<file path="config.mk">
export PLATFORM = sky130hd
export DESIGN_NAME = hte_byte_drain
export DESIGN_NICKNAME = d
export VERILOG_FILES = /design/src/sv/hte_pkg.sv /design/src/sv/hte_byte_drain.sv
export SDC_FILE = /design/constraint.sdc
export NUM_CORES = 1
export LEC_CHECK = 0
export BUFFER_PORTS_ARGS = -buffer_cell sky130_fd_sc_hd__buf_4
export CORE_UTILIZATION = 60
export CTS_CLUSTER_DIAMETER = 200
export DETAILED_ROUTE_END_ITERATION = 10
export PLACE_DENSITY = 0.78
export SYNTH_ARGS = -nofsm -noshare
export SYNTH_HDL_FRONTEND = slang
export SYNTH_SLANG_ARGS = --single-unit
</file>
<file path="constraint.sdc">
create_clock -name clk -period 3.8 [get_ports clk]
set_clock_uncertainty 0.15 [all_clocks]
set_input_delay 0.38 -clock clk [delete_from_list [all_inputs] [get_ports clk]]
set_output_delay 0.38 -clock clk [all_outputs]
set_load 0.02 [all_outputs]
</file>
<file path="src/sv/hte_pkg.sv">
// shared types and constants for the huffman table encoder
// used by hte_byte_drain and huffman_table_encoder; no dependencies

package hte_pkg;

  // table geometry
  localparam int SYMBOL_COUNT = 256;
  localparam int MAX_CODE_LEN = 32;
  localparam int LEN_LIMIT    = (MAX_CODE_LEN < 32) ? MAX_CODE_LEN : 32;
  localparam int SYM_AW       = $clog2(SYMBOL_COUNT);

  // field and datapath widths
  localparam int WORD_W  = 32;
  localparam int LEN_W   = 6;
  localparam int BYTE_W  = 8;
  localparam int PEND_W  = 7;
  localparam int CNT_W   = 3;
  localparam int ACC_W   = PEND_W + WORD_W;
  localparam int ALIGN_W = ACC_W + 1;
  localparam int TOT_W   = 6;

  // bytes one encode can complete: seven pending bits plus the longest code
  localparam int MAX_BYTES = (PEND_W + LEN_LIMIT) / BYTE_W;
  localparam int IDX_W     = 2;

  // group queue between packer and byte output
  localparam int FIFO_DEPTH = 8;
  localparam int FIFO_AW    = $clog2(FIFO_DEPTH);
  localparam int FILL_W     = FIFO_AW + 1;

  typedef enum logic [1:0] {
    OP_LOAD   = 2'd0,
    OP_ENCODE = 2'd1,
    OP_FLUSH  = 2'd2
  } opcode_t;

  typedef struct packed {
    logic [WORD_W-1:0] word;
    logic [LEN_W-1:0]  len;
  } entry_t;

  // bytes completed by one item, byte 0 goes out first
  typedef struct packed {
    logic [MAX_BYTES-1:0][BYTE_W-1:0] bytes;
    logic [IDX_W-1:0]                 last_idx;
  } group_t;

  typedef struct packed {
    logic   valid;
    group_t grp;
  } group_push_t;

endpackage

</file>
<file path="src/sv/hte_byte_drain.sv">
// group queue and byte serializer for the huffman table encoder
// depends on hte_pkg

module hte_byte_drain import hte_pkg::*; (
  input  logic                clk,
  input  logic                rst,
  input  group_push_t         push,
  output logic [FILL_W-1:0]   fill,
  output logic                out_valid,
  input  logic                out_stall,
  output logic [BYTE_W-1:0]   out_byte,
  output logic                last_of_run
);

  group_t             fifo_mem [FIFO_DEPTH];
  logic [FIFO_AW-1:0] wr_ptr;
  logic [FIFO_AW-1:0] rd_ptr;
  logic [IDX_W-1:0]   sub_idx;
  group_t             head;
  logic               out_take;
  logic               pop;

  assign head        = fifo_mem[rd_ptr];
  assign out_valid   = (fill != '0);
  assign out_byte    = head.bytes[sub_idx];
  assign last_of_run = (sub_idx == head.last_idx);
  assign out_take    = out_valid && !out_stall;
  assign pop         = out_take && last_of_run;

  always_ff @(posedge clk) begin
    if (push.valid) begin
      fifo_mem[wr_ptr] <= push.grp;
    end
  end

  always_ff @(posedge clk) begin
    if (rst) begin
      wr_ptr  <= '0;
      rd_ptr  <= '0;
      fill    <= '0;
      sub_idx <= '0;
    end else begin
      if (push.valid) begin
        wr_ptr <= wr_ptr + FIFO_AW'(1);
      end
      if (pop) begin
        rd_ptr <= rd_ptr + FIFO_AW'(1);
      end
      fill <= fill + FILL_W'(push.valid) - FILL_W'(pop);
      if (out_take) begin
        sub_idx <= last_of_run ? '0 : sub_idx + IDX_W'(1);
      end
    end
  end

  a_no_overflow: assert property (@(posedge clk) disable iff (rst)
    push.valid |-> (fill < FILL_W'(FIFO_DEPTH)))
    else $error("group queue overflow");

  a_sub_in_group: assert property (@(posedge clk) disable iff (rst)
    out_valid |-> (sub_idx <= head.last_idx))
    else $error("byte index past end of group");

  a_empty_idle: assert property (@(posedge clk) disable iff (rst)
    (fill == '0) |-> (sub_idx == '0))
    else $error("byte index not cleared while queue empty");

endmodule

</file>
==> metrics.yaml, run 1 <==
yosys:
  synthDistinctLibCells: 27
  synth.largest_area_cell: "edfxtp_1"
  synth_edf_count: 272
  syn_area_um2: 11100
  synth_area_leaders: "edfxtp_1 74%, mux4_2 17%, dfxtp_1 2.7%"
  synthesis.nets: 522
  synthArstFlopShare: 0
  yosys_warnings: 0
  synth_seq_cells: 287
  synthTopCellsByCount: "272 x edfxtp_1, 82 x mux4_2, 16 x nor2_1, 15 x dfxtp_1, 12 x mux2_2"
  synth-main-ff-cell: "edfxtp_1"
  yosysMostFrequentCell: "edfxtp_1"
  syn_inst: 477
  ys_seq_area_frac: 0.764
  syn_avg_cell_area_um2: 23.2
  synth_top_area_share: 0.737
floorplanning:
  start_util: 0.615
  fp.dieH_um: 138
  dieArea_um2: 19000
  io_pins: 52
  core_um2: 18000
  fp.dieW_um: 138
  row_count: 49
worst_setup_path:
  crit_path_end_kind: "output port"
  crit_path_start_kind: "register"
  slowest_stage: "buf_4"
  cp.arrival_ns: 2.95
  rrSetupSlack_ns: 0.84
  reg2reg_to: "fill[3]"
  path_cells: "buf_4, mux4_2, mux4_2, mux2_2, buf_4"
  criticalPathCategory: "reg2out"
  cp_top_family: "multiplexers"
  cp.required_ns: 3.27
  rr_worst_depth: 10
  cp_max_fo: 44
  cp_num_buf_inv: 2
  crit_path_max_incr_delay_ns: 0.55
cells_and_area:
  syn_to_final_growth_pct: 18.1
  fin_area_um2: 13100
  utilization: 0.726
  fin_nets: 634
  diodes: 0
  drive_gt1_frac: 0.349
routing:
  drt_first_pass_iters: 4
  drtIter0Drc: 358
  wire_per_inst_um: 24.9
  num_vias: 5089
  drt-vias-per-instance: 6.06
  drc: 0
  ant_nets: 0
  wl_um: 20900
clock_network:
  clk_pin_slew_worst_paths_ns: 0.06
  h-tree-depth: 1
  cts_resized: 0
  clock-sinks: 287
  clk_latency_ns: 0.53
  root_buffer: "clkbuf_16"
  clockBufferDepth: 3
  cts_buffers: 28
  cts_tree: "yes"
timing:
  finalSetupViolCount: 0
  rsz0062_at_grt: "no"
  tightest_slew_ns: 0.769
  min_period_over_period: 0.916
  hold_viol_final: 0
  max_freq_ghz: 0.287
  report.final.slew_viol_count: 0
  period_needed_ns: 3.48
  tns_ns: 0
  slew_headroom: 0.486
power:
  combPwrFrac: 0.165
  p_sw_frac: 0.235
  p_leak_nw: 4.18
  p_seq_frac: 0.482
  powerDensity_nw_per_um2: 575
  p_sw_mw: 1.77
  clkPwrFrac: 0.354
  internal-power_mw: 5.76
  fin_total_pwr_mw: 7.53
  peakVddDrop_v: 0.000468
min_path:
  hold_path_depth: 3
  min_path_type: "in2reg"
  min_to: "wr_ptr[0]"
  min_from: "push[34]"
place:
  place_area_um2: 11800
  gp_congestion: 0.731
  io_buffers: 51
  dp.final_hpwl_um: 11200
global_routing:
  grt_max_degree: 45
  grt_pass1_vias: 5414
  antenna_found_initial: 0
  gr-usage-all-layers: 0.235
  grt_remaining_overflow: 0
  grt_pass1_wl_um: 31400
job:
  cap_violations: 0
status:
  status: "finished clean"
-- power by group through the flow --
stage               Combinational (mW)  Clock, mW  Sequential [mW]
floorplan                        0.847          0             3.69
global placement                  1.19          0             3.68
detailed placement                1.21          0             3.69
CTS                               1.26       2.70             3.63
global route                      1.34       2.83             3.64
finish                            1.24       2.66             3.63
-- layout make-up --
class                      instances  area [um^2]
clock buffer                      37          766
clock inverter                    15          131
fill                            1059         4940
inverter                           4         15.0
multi-input combinational        164         2530
sequential                       287         8470
tap                              229          287
timing repair buffer             104          881
-- flip-flops by register name, indices dropped and copies added (netlist names), named ones only --
name,cells
rd_ptr,3
fill,4
wr_ptr,3
sub_idx,2
fifo_mem,272
-- metal layers --
layer / wire length [um] / vias to the layer above / track usage
li1: - / 2231 / -
met1: 8210 / 2633 / 0.298
met5: 0 / - / 0
met4: 568 / 0 / 0.0731
met2: 11000 / 174 / 0.415
met3: 1100 / 51 / 0.0409
-- worst max-delay path by stage --
stage / to / slack, ns / from / cells past startpoint
after floorplan: fifo_mem[0][0] / 0.35 / wr_ptr[2] / 2
after global placement: fill[3] / 0.91 / register / 10
after detailed placement: fill[3] / 0.85 / register / 10
after CTS: out_byte[3] / 0.30 / register / 5
after global routing: out_byte[5] / 0.22 / register / 5
final: out_byte[3] / 0.32 / register / 5
-- cells by family (layout without fill, tap and decap cells) --
kind of cell	Yosys count	count (layout)	share of synthesized area
flops	287	287	0.764
mux	105	105	0.189
simple gates	38	38	0.0167
buf+inv	26	160	0.0123
fa+ha+maj	7	7	0.00858
compound gates	7	7	0.00373
xor+xnor	7	7	0.00553
-- cell usage in the layout (no fill, tap or decap), types with 2 or more instances in the layout --
cell,netlist,routed
mux2_2,12,12
clkinv_2,0,5
inv_1,4,4
nor2b_1,5,5
clkinv_1,0,6
nor2_1,16,10
clkbuf_1,7,7
buf_4,6,68
ha_1,6,6
clkbuf_16,0,29
xor2_1,2,2
nand2_1,6,6
nor2_4,0,6
dfxtp_1,15,13
a21oi_1,3,3
edfxtp_1,272,272
nor3_2,1,3
nand2b_1,6,6
mux4_2,82,82
bufinv_16,0,2
a21o_1,2,2
xnor2_1,5,5
mux2i_1,11,11
dlygate4sd3_1,0,35
-- tightest hold or removal path, stage by stage --
cell and delay [ns]:
buf_4 0.12, xnor2_1 0.08, nor2_1 0.07
-- metrics by stage --
| stage | cells | setup slack (ns) | hold WS (ns) |
|---|---|---|---|
| floorplan | 477 | 0.348 | 0.325 |
| global placement | 753 | 0.906 | 0.339 |
| detailed placement | 753 | 0.850 | 0.369 |
| CTS | 840 | 0.301 | 0.00900 |
| global route | 840 | 0.225 | 0.0454 |
| finish | 840 | 0.319 | 0.0169 |
-- what timing repair did --
item	CTS	global route
setup endpoints to repair	0	0
hold endpoints to repair	281	0
hold buffers	35	0
setup buffers	0	0
(Power assumes the default switching activity.)
==> inputs of run 2 (changes only) <==
--- a/config.mk
+++ b/config.mk
@@ -5,6 +5,7 @@
 export SDC_FILE = /design/constraint.sdc
 export NUM_CORES = 1
 export LEC_CHECK = 0
+export ABC_AREA = 1
 export BUFFER_PORTS_ARGS = -buffer_cell sky130_fd_sc_hd__buf_4
 export CORE_UTILIZATION = 60
 export CTS_CLUSTER_DIAMETER = 200
==> metrics.yaml, run 2 <==
worst_setup_path:
  crit_path_start_kind: "register"
  path_cells: "buf_4, o21ai_0, o221ai_1, nand3_1, nand2_1, nand2_1, nand2_1, buf_4"
  rr_worst_depth: 14
  cp.required_ns: 3.27
  rrSetupSlack_ns: 1.05
  criticalPathCategory: "reg2out"
  crit_path_max_incr_delay_ns: 0.57
  cp.arrival_ns: 2.69
  cp_num_buf_inv: 2
  crit_path_end_kind: "output port"
  cp_max_fo: 57
  path_common_cell: "nand2_1"
  cp_top_family: "buffers and inverters"
  reg2reg_to: "fill[3]"
  slowest_stage: "buf_4"
yosys:
  synth.largest_area_cell: "edfxtp_1"
  synth_top_area_share: 0.704
  yosys_warnings: 0
  synth_seq_cells: 287
  synth-main-ff-cell: "edfxtp_1"
  synthesis.nets: 928
  synthArstFlopShare: 0
  synthDistinctLibCells: 32
  synthTopCellsByCount: "272 x edfxtp_1, 152 x nor2_1, 75 x nand2_1, 73 x o21ai_0, 64 x o21ai_1"
  synth_area_leaders: "edfxtp_1 70%, nor2_1 4.9%, o221ai_1 4.2%"
  syn_avg_cell_area_um2: 13.1
  synth_edf_count: 272
  ys_seq_area_frac: 0.730
  syn_area_um2: 11600
  yosysMostFrequentCell: "edfxtp_1"
  syn_inst: 883
timing:
  period_needed_ns: 3.22
  tns_ns: 0
  finalSetupViolCount: 0
  tightest_slew_ns: 0.967
  setup_slack_ns: 0.583
  hold_viol_final: 0
  report.final.slew_viol_count: 0
  slew_headroom: 0.354
  min_period_over_period: 0.847
  max_freq_ghz: 0.311
  rsz0062_at_grt: "no"
global_routing:
  grt_pass1_vias: 7635
  antenna_found_initial: 0
  gr-usage-all-layers: 0.276
  grt_pass1_wl_um: 41100
  grt_max_degree: 119
  grt_remaining_overflow: 0
routing:
  wire_per_inst_um: 21.3
  ant_nets: 0
  drtIter0Drc: 645
  drc: 0
  drt-vias-per-instance: 6.07
  num_vias: 7556
  drt_first_pass_iters: 5
  wl_um: 26600
min_path:
  min_from: "out_stall"
  hold_path_depth: 6
  min_to: "sub_idx[0]"
  min_path_type: "in2reg"
clock_network:
  root_buffer: "clkbuf_16"
  clockBufferDepth: 3
  h-tree-depth: 1
  ctsHoldBuffers: 36
  cts_resized: 0
  clk_latency_ns: 0.53
  cts_tree: "yes"
  clock-sinks: 287
  clk_pin_slew_worst_paths_ns: 0.06
  cts_buffers: 28
  cts_setup_buffers: 0
power:
  p_leak_nw: 4.65
  peakVddDrop_v: 0.000466
  powerDensity_nw_per_um2: 582
cells_and_area:
  largestRegisters: "fifo_mem: 272 flops, fill: 4 flops"
  seq_area_um2: 8470
  drive_gt1_frac: 0.147
  diodes: 0
  mostFrequentLayoutCell: "edfxtp_1"
  syn_to_final_growth_pct: 15.1
  n_fill_cell: 1264
  final_cell_mix: "272 x edfxtp_1, 144 x nor2_1, 75 x nand2_1, 73 x o21ai_0, 69 x buf_4"
  largest_register: "fifo_mem"
  utilization: 0.709
  fin_nets: 1011
  largest_reg_flops: 272
  multiInputGateArea_um2: 2670
job:
  cap_violations: 0
floorplanning:
  start_util: 0.616
  core_um2: 18800
  row_count: 50
  fp.dieH_um: 141
  fp.dieW_um: 141
  dieArea_um2: 19900
  io_pins: 52
place:
  post-place-ws_ns: 1.09
  gp_congestion: 0.824
  io_buffers: 51
  dp.final_hpwl_um: 14000
status:
  status: "finished clean"
run 2: cell types whose count changed after synthesis, sizes merged, moves of 11 or more:
| cell | before | now |
|---|---|---|
| nor2 | 16 | 152 |
| nand3 | 0 | 43 |
| mux2i | 11 | 0 |
| buf | 15 | 42 |
| nand2 | 6 | 83 |
| o21ai | 1 | 137 |
| mux2 | 12 | 0 |
| o221ai | 0 | 56 |
| mux4 | 82 | 0 |
| inv | 4 | 41 |
run 2: where the power goes:
part	internal, mW	switching [mW]
sequential	3.56	0.0583
combinational	0.558	1.11
clock	1.39	1.10
total	5.51	2.26
run 2: layout make-up:
class / instances / share of cell area
inverters: 41 / 0.0119
clock inverters: 11 / 0.00375
repair buffers: 107 / 0.0688
clock buffers: 38 / 0.0569
flip-flops and latches: 287 / 0.635
well taps: 260 / 0.0244
multi-input cells: 501 / 0.200
run 2: worst register-to-register path: cells and delay by family (launching register included):
family	cells	cell delay, ns
simple gates	8	0.86
compound gates	4	0.59
buf+inv	1	0.40
flops	1	0.38
fa+ha+maj	1	0.30
run 2: cells by family after synthesis:
logic type | after synthesis | share of synthesized area
simple gates | 283 | 0.104
flops | 287 | 0.730
compound gates | 209 | 0.111
buf+inv | 95 | 0.0456
xor+xnor | 2 | 0.00151
fa+ha+maj | 7 | 0.00820
run 2: layer usage:
layer / up-vias / track usage / part of all wire
li1: 3427 / - / -
met1: 3692 / 0.372 / 0.40
met2: 380 / 0.466 / 0.50
met3: 57 / 0.0333 / 0.075
met4: 0 / 0.103 / 0.024
met5: - / 0 / 0
run 2: per-stage QoR:
| step | instance area, um^2 | total power [mW] | cells | hold WS [ns] |
|---|---|---|---|---|
| floorplan | 11600 | 4.82 | 883 | 0.299 |
| global placement | 12200 | 5.25 | 1160 | 0.334 |
| detailed placement | 12200 | 5.30 | 1160 | 0.352 |
| CTS | 13400 | 7.79 | 1245 | 0.137 |
| global route | 13400 | 8.08 | 1245 | 0.152 |
| finish | 13400 | 7.77 | 1245 | 0.136 |
run 2: worst max path at each step:
stage,cells after the start,endpoint
2_1_floorplan,3,fifo_mem[0][0]
3_3_place_gp,15,fill[2]
3_5_place_dp,14,fill[3]
4_1_cts,9,out_byte[1]
5_1_grt,9,out_byte[1]
6_report,8,out_byte[1]
==> inputs of run 3 (changes only) <==
--- a/config.mk
+++ b/config.mk
@@ -5,7 +5,7 @@
 export SDC_FILE = /design/constraint.sdc
 export NUM_CORES = 1
 export LEC_CHECK = 0
-export ABC_AREA = 1
+export ABC_AREA = 0
 export BUFFER_PORTS_ARGS = -buffer_cell sky130_fd_sc_hd__buf_4
 export CORE_UTILIZATION = 60
 export CTS_CLUSTER_DIAMETER = 200
==> constraint.sdc (replaced) <==
create_clock -name clk -period 3 [get_ports clk]
set_clock_uncertainty 0.15 [all_clocks]
set_input_delay 0.3 -clock clk [delete_from_list [all_inputs] [get_ports clk]]
set_output_delay 0.3 -clock clk [all_outputs]
set_load 0.02 [all_outputs]
==> metrics.yaml, run 3 (synthesized netlist as in run 1, its figures left out) <==
status:
  status: "complete, but fails checks"
  failed_checks: "setup timing"
power:
  peakVddDrop_v: 0.000745
  p_sw_frac: 0.241
  clkPwrFrac: 0.339
  p_seq_frac: 0.462
  combPwrFrac: 0.199
  p_sw_mw: 2.40
  powerDensity_nw_per_um2: 735
  p_leak_nw: 4.38
  internal-power_mw: 7.54
job:
  cap_violations: 0
worst_setup_path:
  rrSetupSlack_ns: -0.20
  cp_top_family: "multiplexers"
  crit_path_start_kind: "register"
  cp_max_fo: 8
  cp.required_ns: 2.55
  slowest_stage: "mux4_2"
  cp.arrival_ns: 2.81
  rr_worst_depth: 12
  path_cells: "buf_12, buf_12, buf_16, mux4_2, mux4_2, mux2_4, buf_6"
  crit_path_max_incr_delay_ns: 0.53
  criticalPathCategory: "reg2out"
  cp_num_buf_inv: 4
  crit_path_end_kind: "output port"
  reg2reg_to: "fill[1]"
cells_and_area:
  syn_to_final_growth_pct: 22.1
  fin_nets: 654
  largestRegisters: "fifo_mem: 272 flops, fill: 4 flops"
  mostFrequentLayoutCell: "edfxtp_1"
  largest_register: "fifo_mem"
  final_cell_mix: "272 x edfxtp_1, 82 x mux4_2, 67 x buf_4, 36 x dlygate4sd3_1, 30 x clkbuf_16"
  fin_area_um2: 13500
  largest_reg_flops: 272
  layout.cells.non_filler: 860
  diodes: 0
  drive_gt1_frac: 0.385
routing:
  drt-vias-per-instance: 6.13
  drt_first_pass_iters: 5
  num_vias: 5272
  wire_per_inst_um: 26.6
  drc: 0
  drtIter0Drc: 388
  wl_um: 22900
  ant_nets: 0
timing:
  setup_slack_ns: -0.258
  period_needed_ns: 3.26
  tightest_slew_ns: 0.635
  min_period_over_period: 1.09
  report.final.slew_viol_count: 0
  fin_hold_ws_ns: 0.0937
  slew_headroom: 0.576
  rsz0062_at_grt: "yes"
  hold_viol_final: 0
  finalSetupViolCount: 11
  max_freq_ghz: 0.307
  tns_ns: -1.85
place:
  place_area_um2: 11900
  gp_congestion: 0.726
  post-place-ws_ns: 0.241
  dp.final_hpwl_um: 11100
  dp_cells: 754
  io_buffers: 51
global_routing:
  grt_max_degree: 53
  grt_pass1_wl_um: 33600
  antenna_found_initial: 0
  grt_remaining_overflow: 0
  gr-usage-all-layers: 0.254
  grt_pass1_vias: 5729
clock_network:
  h-tree-depth: 1
  cts_buffers: 28
  clockBufferDepth: 3
  clk_latency_ns: 0.54
  root_buffer: "clkbuf_16"
  clk_pin_slew_worst_paths_ns: 0.07
  clock-sinks: 287
  cts_tree: "yes"
floorplanning:
  io_pins: 52
  dieArea_um2: 19000
  start_util: 0.615
  fp.dieW_um: 138
  core_um2: 18000
  fp.dieH_um: 138
  row_count: 49
min_path:
  hold_path_depth: 5
  min_to: "sub_idx[0]"
  min_path_type: "in2reg"
  min_from: "out_stall"
[run 3: worst max-delay path by stage]
| stage | from | to | slack, ns | depth (start not counted) |
|---|---|---|---|---|
| after global routing | register | out_byte[4] | -0.30 | 7 |
| after floorplan | register | fill[3] | 0.21 | 11 |
| after global placement | register | fill[3] | 0.30 | 9 |
| after detailed placement | register | fill[3] | 0.24 | 10 |
| final | register | out_byte[4] | -0.26 | 7 |
| after CTS | register | out_byte[3] | -0.18 | 6 |
[run 3: repair_timing]
| action | in CTS | in global routing |
|---|---|---|
| buffers inserted | 7 | 5 |
| pin swaps | 1 | 9 |
| hold buffers | 36 | 0 |
| endpoints found under the hold margin | 281 | 0 |
| gates resized for setup | 17 | 12 |
| cloned | 5 | 1 |
| endpoints found under the setup margin | 8 | 12 |
[run 3: power by group through the flow]
stage                     clock network (mW)  logic [mW]  registers (mW)
after floorplan                            0        1.07            4.68
after global placement                     0        1.54            4.66
after detailed placement                   0        1.58            4.68
after CTS                               3.40        1.88            4.59
after global routing                    3.57        2.11            4.60
final                                   3.37        1.98            4.59
[run 3: per-layer routing]
metal  track usage  up-vias  part of all wire
li1              -     2275                 -
met1         0.328     2725              0.39
met2         0.437      212              0.52
met3        0.0420       60             0.062
met4        0.0960        0             0.028
met5             0        -                 0
[run 3: cell type report]
| cell class | instances | area [um^2] |
|---|---|---|
| repair buffers | 124 | 1260 |
| multi-input cells | 164 | 2600 |
| inverters | 4 | 15.0 |
| flip-flops and latches | 287 | 8470 |
| clock buffers | 33 | 741 |
| fillers | 992 | 4500 |
| clock inverters | 19 | 145 |
| well taps | 229 | 287 |
[run 3: through the flow]
| stage | util | total power, mW |
|---|---|---|
| final | 0.750 | 9.94 |
| after global routing | 0.750 | 10.3 |
| after CTS | 0.744 | 9.87 |
| after detailed placement | 0.660 | 6.25 |
| after global placement | 0.660 | 6.20 |
| after floorplan | - | 5.75 |
[run 3: tightest hold or removal path: stages]
cell     delay (ns)
buf_4          0.08
a21o_1         0.18
nor2_1         0.05
o21ai_0        0.07
a21oi_1        0.06
